===== src/hdl/etc_pkg.sv =====
// Package for the encoder threshold calibrator: phase codes, register
// indexes and register reset values. No dependencies.
package etc_pkg;

    typedef enum logic [2:0] {
        PH_IDLE   = 3'd0,
        PH_CAL    = 3'd1,
        PH_VERIFY = 3'd2,
        PH_DONE   = 3'd3,
        PH_FAIL   = 3'd4
    } t_phase;

    localparam int CFG_IDX_BITS  = 3;
    localparam int CFG_DATA_BITS = 16;

    typedef logic [CFG_IDX_BITS-1:0] t_cfg_idx;

    localparam t_cfg_idx CFG_CALIBRATE_MS  = 3'd0;
    localparam t_cfg_idx CFG_VERIFY_MS     = 3'd1;
    localparam t_cfg_idx CFG_EXPECTED_REVS = 3'd2;
    localparam t_cfg_idx CFG_DEAD_BAND     = 3'd3;
    localparam t_cfg_idx CFG_RUN_SPEED     = 3'd4;
    localparam t_cfg_idx CFG_CHECK_SPEED   = 3'd5;

    localparam logic [15:0] RST_CALIBRATE_MS  = 16'd800;
    localparam logic [15:0] RST_VERIFY_MS     = 16'd6600;
    localparam logic [7:0]  RST_EXPECTED_REVS = 8'd5;
    localparam logic [15:0] RST_DEAD_BAND     = 16'd3277;
    localparam logic [6:0]  RST_RUN_SPEED     = 7'd100;
    localparam logic [6:0]  RST_CHECK_SPEED   = 7'd25;

endpackage


===== src/hdl/etc_bounds.sv =====
// Switching threshold arithmetic for one encoder channel.
// Depends on nothing beyond its own parameter.
module etc_bounds #(
    parameter int SAMPLE_BITS = 12
) (
    input  logic [SAMPLE_BITS-1:0] i_high,
    input  logic [SAMPLE_BITS-1:0] i_low,
    input  logic [15:0]            i_dead_band,
    output logic [SAMPLE_BITS-1:0] o_upper,
    output logic [SAMPLE_BITS-1:0] o_lower
);

    localparam int PROD_BITS = SAMPLE_BITS + 16;

    logic [SAMPLE_BITS:0]   sum;
    logic [SAMPLE_BITS-1:0] mid;
    logic [SAMPLE_BITS-1:0] span_up;
    logic [SAMPLE_BITS-1:0] span_dn;
    logic [PROD_BITS-1:0]   prod_up;
    logic [PROD_BITS-1:0]   prod_dn;
    logic [PROD_BITS:0]     prod_dn_ceil;

    assign sum     = {1'b0, i_high} + {1'b0, i_low};
    assign mid     = sum[SAMPLE_BITS:1];
    assign span_up = i_high - mid;
    assign span_dn = mid - i_low;
    assign prod_up = PROD_BITS'(i_dead_band) * PROD_BITS'(span_up);
    assign prod_dn = PROD_BITS'(i_dead_band) * PROD_BITS'(span_dn);

    // The lower threshold moves away from the midpoint by the rounded-up product.
    assign prod_dn_ceil = {1'b0, prod_dn} + (PROD_BITS+1)'(17'h0FFFF);

    assign o_upper = mid + prod_up[PROD_BITS-1:16];
    assign o_lower = mid - prod_dn_ceil[SAMPLE_BITS+15:16];

endmodule


===== src/hdl/encoder_threshold_calibrator_core.sv =====
// Channel       Direction  Handshake                Payload
// s (ticks)     in         i_s_tvalid/o_s_tready    i_s_tdata
// m (results)   out        o_m_tvalid/i_m_tready    o_m_tdata, o_m_tuser
// cfg           in         i_cfg_valid/o_cfg_ready  i_cfg_index, i_cfg_data
//
// Every tick beat gives exactly one result beat, held in an input register and then
// in a result register that drives the output. One tick is accepted every cycle while
// the output does not stall: the two registers each hold a beat, and the phase, window
// start and the min/max trackers are updated as a beat moves from the first to the second.
// A stall on the output fills the result register and then the input register.
// Reset (synchronous, active low) clears the phase, trackers and registers.
// Depends on etc_pkg and etc_bounds.
module encoder_threshold_calibrator_core
    import etc_pkg::*;
#(
    parameter int SAMPLE_BITS = 12
) (
    input  logic                       i_clk,
    input  logic                       i_rst_n,
    input  logic                       i_s_tvalid,
    output logic                       o_s_tready,
    // now_ms[31:0], left_sample, right_sample, left_revs[7:0], right_revs[7:0], zero pad
    input  logic [((48+2*SAMPLE_BITS+7)/8)*8-1:0] i_s_tdata,
    output logic                       o_m_tvalid,
    input  logic                       i_m_tready,
    // phase[2:0], drive_speed[6:0], left_up_thr, left_dn_thr, right_up_thr,
    // right_dn_thr, count_reset, zero pad
    output logic [((12+4*SAMPLE_BITS+7)/8)*8-1:0] o_m_tdata,
    // drive_set, bounds_set
    output logic [1:0]                 o_m_tuser,
    input  logic                       i_cfg_valid,
    output logic                       o_cfg_ready,
    input  logic [CFG_IDX_BITS-1:0]    i_cfg_index,
    input  logic [CFG_DATA_BITS-1:0]   i_cfg_data
);

    localparam int SB      = SAMPLE_BITS;
    localparam int OUT_W   = ((12 + 4*SB + 7) / 8) * 8;
    localparam int OUT_USE = 11 + 4*SB;

    // Configuration registers
    logic [15:0] r_calibrate_ms;
    logic [15:0] r_verify_ms;
    logic [7:0]  r_expected_revs;
    logic [15:0] r_dead_band;
    logic [6:0]  r_run_speed;
    logic [6:0]  r_check_speed;

    // Input register
    logic          r_in_v;
    logic [31:0]   r_in_now;
    logic [SB-1:0] r_in_ls;
    logic [SB-1:0] r_in_rs;
    logic [7:0]    r_in_lr;
    logic [7:0]    r_in_rr;

    // Calibration state
    t_phase        r_phase;
    t_phase        n_phase;
    logic [31:0]   r_start;
    logic [31:0]   n_start;
    logic [SB-1:0] r_left_high,  n_left_high;
    logic [SB-1:0] r_left_low,   n_left_low;
    logic [SB-1:0] r_right_high, n_right_high;
    logic [SB-1:0] r_right_low,  n_right_low;

    // Result register
    logic          r_out_v;
    logic [OUT_W-1:0] r_out_data;
    logic [1:0]    r_out_user;

    logic          consume;
    logic          in_accept;
    logic [31:0]   elapsed;
    logic [SB-1:0] trk_lh, trk_ll, trk_rh, trk_rl;
    logic [SB-1:0] lu, ll, ru, rl;

    logic          res_drive_set;
    logic [6:0]    res_drive_speed;
    logic          res_bounds_set;
    logic          res_count_reset;
    logic [OUT_USE-1:0] res_data;

    assign consume     = r_in_v && (!r_out_v || i_m_tready);
    assign o_s_tready  = !r_in_v || consume;
    assign in_accept   = i_s_tvalid && o_s_tready;
    assign o_cfg_ready = 1'b1;

    assign o_m_tvalid = r_out_v;
    assign o_m_tdata  = r_out_data;
    assign o_m_tuser  = r_out_user;

    assign elapsed = r_in_now - r_start;

    // Trackers including this beat's sample; bounds use these updated values.
    assign trk_lh = (r_in_ls > r_left_high)  ? r_in_ls : r_left_high;
    assign trk_ll = (r_in_ls < r_left_low)   ? r_in_ls : r_left_low;
    assign trk_rh = (r_in_rs > r_right_high) ? r_in_rs : r_right_high;
    assign trk_rl = (r_in_rs < r_right_low)  ? r_in_rs : r_right_low;

    etc_bounds #(.SAMPLE_BITS(SB)) u_left_bounds (
        .i_high      (trk_lh),
        .i_low       (trk_ll),
        .i_dead_band (r_dead_band),
        .o_upper     (lu),
        .o_lower     (ll)
    );

    etc_bounds #(.SAMPLE_BITS(SB)) u_right_bounds (
        .i_high      (trk_rh),
        .i_low       (trk_rl),
        .i_dead_band (r_dead_band),
        .o_upper     (ru),
        .o_lower     (rl)
    );

    // Next state
    always_comb begin
        n_phase      = r_phase;
        n_start      = r_start;
        n_left_high  = r_left_high;
        n_left_low   = r_left_low;
        n_right_high = r_right_high;
        n_right_low  = r_right_low;
        case (r_phase)
            PH_IDLE: begin
                n_phase = PH_CAL;
                n_start = r_in_now;
            end
            PH_CAL: begin
                n_left_high  = trk_lh;
                n_left_low   = trk_ll;
                n_right_high = trk_rh;
                n_right_low  = trk_rl;
                if (elapsed >= {16'd0, r_calibrate_ms}) begin
                    n_phase = PH_VERIFY;
                    n_start = r_in_now;
                end
            end
            PH_VERIFY: begin
                if (elapsed >= {16'd0, r_verify_ms}) begin
                    if (r_in_lr == r_expected_revs && r_in_rr == r_expected_revs) begin
                        n_phase = PH_DONE;
                    end else begin
                        n_phase = PH_FAIL;
                    end
                end
            end
            default: begin
                n_phase = r_phase;
            end
        endcase
    end

    // Result fields
    always_comb begin
        res_drive_set   = 1'b0;
        res_drive_speed = 7'd0;
        res_bounds_set  = 1'b0;
        res_count_reset = 1'b0;
        case (r_phase)
            PH_IDLE: begin
                res_drive_set   = 1'b1;
                res_drive_speed = r_run_speed;
            end
            PH_CAL: begin
                if (elapsed >= {16'd0, r_calibrate_ms}) begin
                    res_drive_set   = 1'b1;
                    res_drive_speed = r_check_speed;
                    res_bounds_set  = 1'b1;
                    res_count_reset = 1'b1;
                end
            end
            PH_VERIFY: begin
                if (elapsed >= {16'd0, r_verify_ms}) begin
                    res_drive_set   = 1'b1;
                    res_drive_speed = r_run_speed;
                    res_count_reset = 1'b1;
                end
            end
            default: begin
                res_drive_set = 1'b0;
            end
        endcase
    end

    // Thresholds read as zero on beats that do not issue them.
    assign res_data = {res_count_reset,
                       res_bounds_set ? rl : {SB{1'b0}},
                       res_bounds_set ? ru : {SB{1'b0}},
                       res_bounds_set ? ll : {SB{1'b0}},
                       res_bounds_set ? lu : {SB{1'b0}},
                       res_drive_speed,
                       n_phase};

    always_ff @(posedge i_clk) begin
        if (!i_rst_n) begin
            r_calibrate_ms  <= RST_CALIBRATE_MS;
            r_verify_ms     <= RST_VERIFY_MS;
            r_expected_revs <= RST_EXPECTED_REVS;
            r_dead_band     <= RST_DEAD_BAND;
            r_run_speed     <= RST_RUN_SPEED;
            r_check_speed   <= RST_CHECK_SPEED;
        end else if (i_cfg_valid) begin
            case (i_cfg_index)
                CFG_CALIBRATE_MS:  r_calibrate_ms  <= i_cfg_data;
                CFG_VERIFY_MS:     r_verify_ms     <= i_cfg_data;
                CFG_EXPECTED_REVS: r_expected_revs <= i_cfg_data[7:0];
                CFG_DEAD_BAND:     r_dead_band     <= i_cfg_data;
                CFG_RUN_SPEED:     r_run_speed     <= i_cfg_data[6:0];
                CFG_CHECK_SPEED:   r_check_speed   <= i_cfg_data[6:0];
                default: begin
                end
            endcase
        end
    end

    always_ff @(posedge i_clk) begin
        if (!i_rst_n) begin
            r_in_v <= 1'b0;
        end else if (in_accept) begin
            r_in_v <= 1'b1;
        end else if (consume) begin
            r_in_v <= 1'b0;
        end
    end

    always_ff @(posedge i_clk) begin
        if (in_accept) begin
            r_in_now <= i_s_tdata[31:0];
            r_in_ls  <= i_s_tdata[32 +: SB];
            r_in_rs  <= i_s_tdata[32+SB +: SB];
            r_in_lr  <= i_s_tdata[32+2*SB +: 8];
            r_in_rr  <= i_s_tdata[40+2*SB +: 8];
        end
    end

    always_ff @(posedge i_clk) begin
        if (!i_rst_n) begin
            r_phase      <= PH_IDLE;
            r_start      <= 32'd0;
            r_left_high  <= {SB{1'b0}};
            r_left_low   <= {SB{1'b1}};
            r_right_high <= {SB{1'b0}};
            r_right_low  <= {SB{1'b1}};
        end else if (consume) begin
            r_phase      <= n_phase;
            r_start      <= n_start;
            r_left_high  <= n_left_high;
            r_left_low   <= n_left_low;
            r_right_high <= n_right_high;
            r_right_low  <= n_right_low;
        end
    end

    always_ff @(posedge i_clk) begin
        if (!i_rst_n) begin
            r_out_v <= 1'b0;
        end else if (consume) begin
            r_out_v <= 1'b1;
        end else if (i_m_tready) begin
            r_out_v <= 1'b0;
        end
    end

    always_ff @(posedge i_clk) begin
        if (consume) begin
            r_out_data <= OUT_W'(res_data);
            r_out_user <= {res_bounds_set, res_drive_set};
        end
    end

endmodule


===== config.mk =====
export PLATFORM = sky130hd
export DESIGN_NAME = encoder_threshold_calibrator_core
export DESIGN_NICKNAME = d
export VERILOG_FILES = /design/src/hdl/etc_pkg.sv /design/src/hdl/etc_bounds.sv /design/src/hdl/encoder_threshold_calibrator_core.sv
export SDC_FILE = /design/constraint.sdc
export NUM_CORES = 2
export LEC_CHECK = 0
export ABC_AREA = 0
export BUFFER_PORTS_ARGS = -buffer_cell sky130_fd_sc_hd__buf_2
export CAP_MARGIN = 20
export CORE_MARGIN = 8
export CORE_UTILIZATION = 55
export DETAILED_ROUTE_END_ITERATION = 6
export HOLD_SLACK_MARGIN = 0.08
export PLACE_DENSITY = 0.72
export SLEW_MARGIN = 20
export SYNTH_ARGS = -nofsm -noshare
export SYNTH_HDL_FRONTEND = slang
export SYNTH_SLANG_ARGS = --single-unit
export TNS_END_PERCENT = 20

===== constraint.sdc =====
create_clock -name i_clk -period 18.25 [get_ports i_clk]
set_clock_uncertainty 0.1 [all_clocks]
set_input_delay 0 -clock i_clk [delete_from_list [all_inputs] [get_ports i_clk]]
set_output_delay 0 -clock i_clk [all_outputs]
set_load 0.02 [all_outputs]

==> summary.md <==
| Metric | Value |
|---|---|
| Result of the run | `finished clean` |
| MaxCap Viol Count | `0` |
| Core outline area | `77200 um2` |
| Required time of the critical path | `18.48 ns` |
| Final cell count without fillers | `6157` |
| Critical Path Max Stage Delay | `0.70 ns` |
| Relative slew margins | `25.2%` |
| Antenna violations before repair | `6` |
| Critical path class | `flop to flop` |
| Final weighted congestion of routability-driven global placement | `0.907` |
| Category of the worst setup path launch point | `flop` |
| Starting utilization of the core area | `55.3%` |
| Ratio of routed vias to standard cells | `5.51` |
| Placed Instances | `5915` |
| Peak Freq | `70.1 MHz` |
| Post-synth EDFFs | `133` |
| Sum of net half-perimeters after detailed placement | `81300 um` |
| Die X-Extent | `295 um` |
| Period utilisation layout | `78.1%` |
| Register bit total from synthesis | `288` |
| TritonCTS clock tree | `yes` |
| Post-placement setup slack | `4.26 ns` |
| First-pass GRT wire length | `179000 um` |
| Most frequent cell on the critical path | `sky130_fd_sc_hd__a21oi_1` |
| Number of buffers and inverters on the critical path | `5` |
| Number of max-slew violations in the final report | `0` |
| Clock-pin transition on the worst setup and hold timing paths | `0.07 ns` |
| Reg2reg start | `r_in_rs[5]` |
| Number of remaining DRC errors | `0` |
| Total of cells resized after clock tree synthesis | `0` |
| Source of the worst hold timing path | `i_cfg_data[10]` |
| Number of core rows | `102` |
| CTS buffer count | `31` |
| Most frequent cells in the layout | `sky130_fd_sc_hd__inv_1 (918), sky130_fd_sc_hd__nand2_1 (680), sky130_fd_sc_hd__fa_1 (581), sky130_fd_sc_hd__ha_1 (469), sky130_fd_sc_hd__and2_1 (214)` |
| Main synth FF type | `sky130_fd_sc_hd__dfxtp_1` |
| Number of failing setup endpoints in the final timing report | `0` |
| Crit path arrival time | `14.49 ns` |
| Mean area per synthesized cell | `8.79 um2` |
| Port-buffer cells | `158` |
| All-layer global routing usage | `25.2%` |
| Post-DR wirelength/cell | `17.6 um` |
| Sequential area share after synthesis | `16.6%` |
| Final hold violation count | `0` |
| Via count of the routed design | `33937` |
| Global-route congestion overflow total | `0` |
| Cell area after synthesis | `42700 um2` |
| Synth cell types | `102` |
| Iteration-0 DRC Markers | `1993` |
| Count of pins on the block boundary | `165` |
| First element of the critical path | `r_in_rs[5]` |
| Nature of the critical path endpoint | `flop` |
| Async S/R FF share, synth | `0%` |
| Final ANT Viol Nets | `0` |
| CTS sink count | `288` |
| Deepest clock path buffer count | `3` |
| Warnings, synthesis | `0` |
| Worst path top cell family by delay | `compound AO/OA/AOI/OAI gates` |
| Crit path setup slack, layout | `3.99 ns` |
| Most frequent standard cell in the layout excluding fill and tap cells | `sky130_fd_sc_hd__inv_1` |
| Largest driver fanout on the critical path | `16` |
| RSZ-0062 raised after global routing | `false` |
| Hold Path Class | `input pin to flop` |
| Worst-margin pin slew | `1.12 ns` |
| Die Footprint | `86800 um2` |
| Height of the die | `295 um` |
| Total negative slack for setup checks | `0 ns` |
| Crit path time final | `14.26 ns` |
| Post-Route Utilization | `61.5%` |
| Gate Count Post-Synth | `4862` |
| Share of layout cells above drive strength 1 | `7.43%` |
| NumNets Final | `6234` |
| Number of iterations in the first detailed-routing pass | `6` |
| Worst-skew pair later-pin latency | `0.60 ns` |
| Routed wire length | `108000 um` |
| Via count of the first global-routing pass | `35283` |
| H-tree level count | `1` |
| Largest net degree at the start of global routing | `73` |
| Area added between synthesis and finish | `11.1%` |
| Worst path slowest cell | `sky130_fd_sc_hd__xnor2_2` |
| Clock root buffer | `sky130_fd_sc_hd__clkbuf_16` |
## synthesized netlist by cell type (11+ instances only)
cell | instances | area share [%]
sky130_fd_sc_hd__dfxtp_1 | 155 | 7.3
sky130_fd_sc_hd__buf_4 | 11 | 0.19
sky130_fd_sc_hd__o31ai_1 | 36 | 0.63
sky130_fd_sc_hd__and3_1 | 30 | 0.44
sky130_fd_sc_hd__or2_2 | 11 | 0.16
sky130_fd_sc_hd__a21o_1 | 90 | 1.6
sky130_fd_sc_hd__o21bai_1 | 19 | 0.33
sky130_fd_sc_hd__nor2_1 | 179 | 1.6
sky130_fd_sc_hd__a31oi_1 | 16 | 0.23
sky130_fd_sc_hd__fa_1 | 581 | 27
sky130_fd_sc_hd__nand2_1 | 680 | 6.0
sky130_fd_sc_hd__o21a_1 | 31 | 0.54
sky130_fd_sc_hd__and2_1 | 215 | 3.1
sky130_fd_sc_hd__nand2b_1 | 93 | 1.4
sky130_fd_sc_hd__a211oi_1 | 41 | 0.72
sky130_fd_sc_hd__nand4_1 | 21 | 0.31
sky130_fd_sc_hd__nor3_1 | 44 | 0.52
sky130_fd_sc_hd__a211o_1 | 11 | 0.23
sky130_fd_sc_hd__o211ai_1 | 44 | 0.77
sky130_fd_sc_hd__nand3_1 | 84 | 0.98
sky130_fd_sc_hd__xor2_1 | 36 | 0.74
sky130_fd_sc_hd__ha_1 | 469 | 14
sky130_fd_sc_hd__o21ai_0 | 91 | 1.1
sky130_fd_sc_hd__xnor2_1 | 128 | 2.6
sky130_fd_sc_hd__mux2i_1 | 31 | 0.73
sky130_fd_sc_hd__clkbuf_1 | 180 | 1.6
sky130_fd_sc_hd__inv_1 | 920 | 8.1
sky130_fd_sc_hd__a21oi_1 | 187 | 2.2
sky130_fd_sc_hd__nor2b_1 | 81 | 1.2
sky130_fd_sc_hd__mux2_2 | 15 | 0.40
sky130_fd_sc_hd__edfxtp_1 | 133 | 9.4
## routing by layer
layer / up-vias / wire, um / share of wire (%) / GRT usage, %
met5: - / 27 / 0.025 / 0
met4: 4 / 3020 / 2.8 / 6.80
met3: 197 / 6370 / 5.9 / 2.58
met2: 1034 / 52300 / 48 / 43.6
met1: 16817 / 46500 / 43 / 33.5
li1: 15885 / - / - / -
## cell type report
type	instances	area [um2]
Multi-Input combinational cell	3442	31400
Sequential cell	288	7110
Inverter	924	3470
Fill cell	6629	29700
Clock buffer	36	867
Antenna cell	4	10.0
Timing Repair Buffer	401	3070
Clock inverter	22	245
Tap cell	1040	1300
## logic make-up after synthesis
kind of cell / share of synthesized area, %
AOI/OAI and AO/OA: 10.8
xor gates and xnor gates: 3.53
adders and majority gates: 41.2
buffers and inverters: 10.2
DFF: 16.6
muxes: 1.12
other: 0.0176
and+or+nand+nor: 16.5
## tightest hold or removal path, stage by stage
cell	delay [ns]
sky130_fd_sc_hd__dlygate4sd3_1	0.56
sky130_fd_sc_hd__buf_2	0.15
sky130_fd_sc_hd__nand2_1	0.05
sky130_fd_sc_hd__a21oi_1	0.05
## path summary, 6_finish.rpt
| check | endpoint | slack, ns | cells past startpoint |
|---|---|---|---|
| setup / recovery | o_m_tdata[57] | 3.99 | 54 |
| hold reg to reg | r_verify_ms[5] | 0.36 | 2 |
| hold / removal | r_calibrate_ms[10] | 0.16 | 4 |
| setup reg to reg | o_m_tdata[57] | 3.99 | 54 |
## through the flow
stage,hold WS [ns],area (um2)
after floorplan,-0.00113,42700
after global placement,0.0773,44500
after detailed placement,0.0781,44500
after CTS,0.121,47500
after global routing,0.151,47500
final,0.163,47500
## sequential cells by signal, summed over array words and instances (netlist names), 3 cells and up
name	count
r_start	32
r_in_rr	8
r_expected_revs	8
r_in_ls	12
r_phase	3
r_in_lr	8
r_check_speed	7
r_right_high	12
o_m_tdata	59
r_verify_ms	16
r_run_speed	7
r_right_low	12
r_in_rs	12
r_left_low	12
r_in_now	32
r_calibrate_ms	16
r_left_high	12
r_dead_band	16
## what timing repair did
| item | in CTS | in global routing |
|---|---|---|
| hold buffers | 180 | 0 |
| endpoints found under the hold margin | 164 | 0 |
| setup buffers | 0 | 0 |
Power is not shown: default switching activity piles up to over one toggle a cycle in this logic, so the estimate is an artifact.
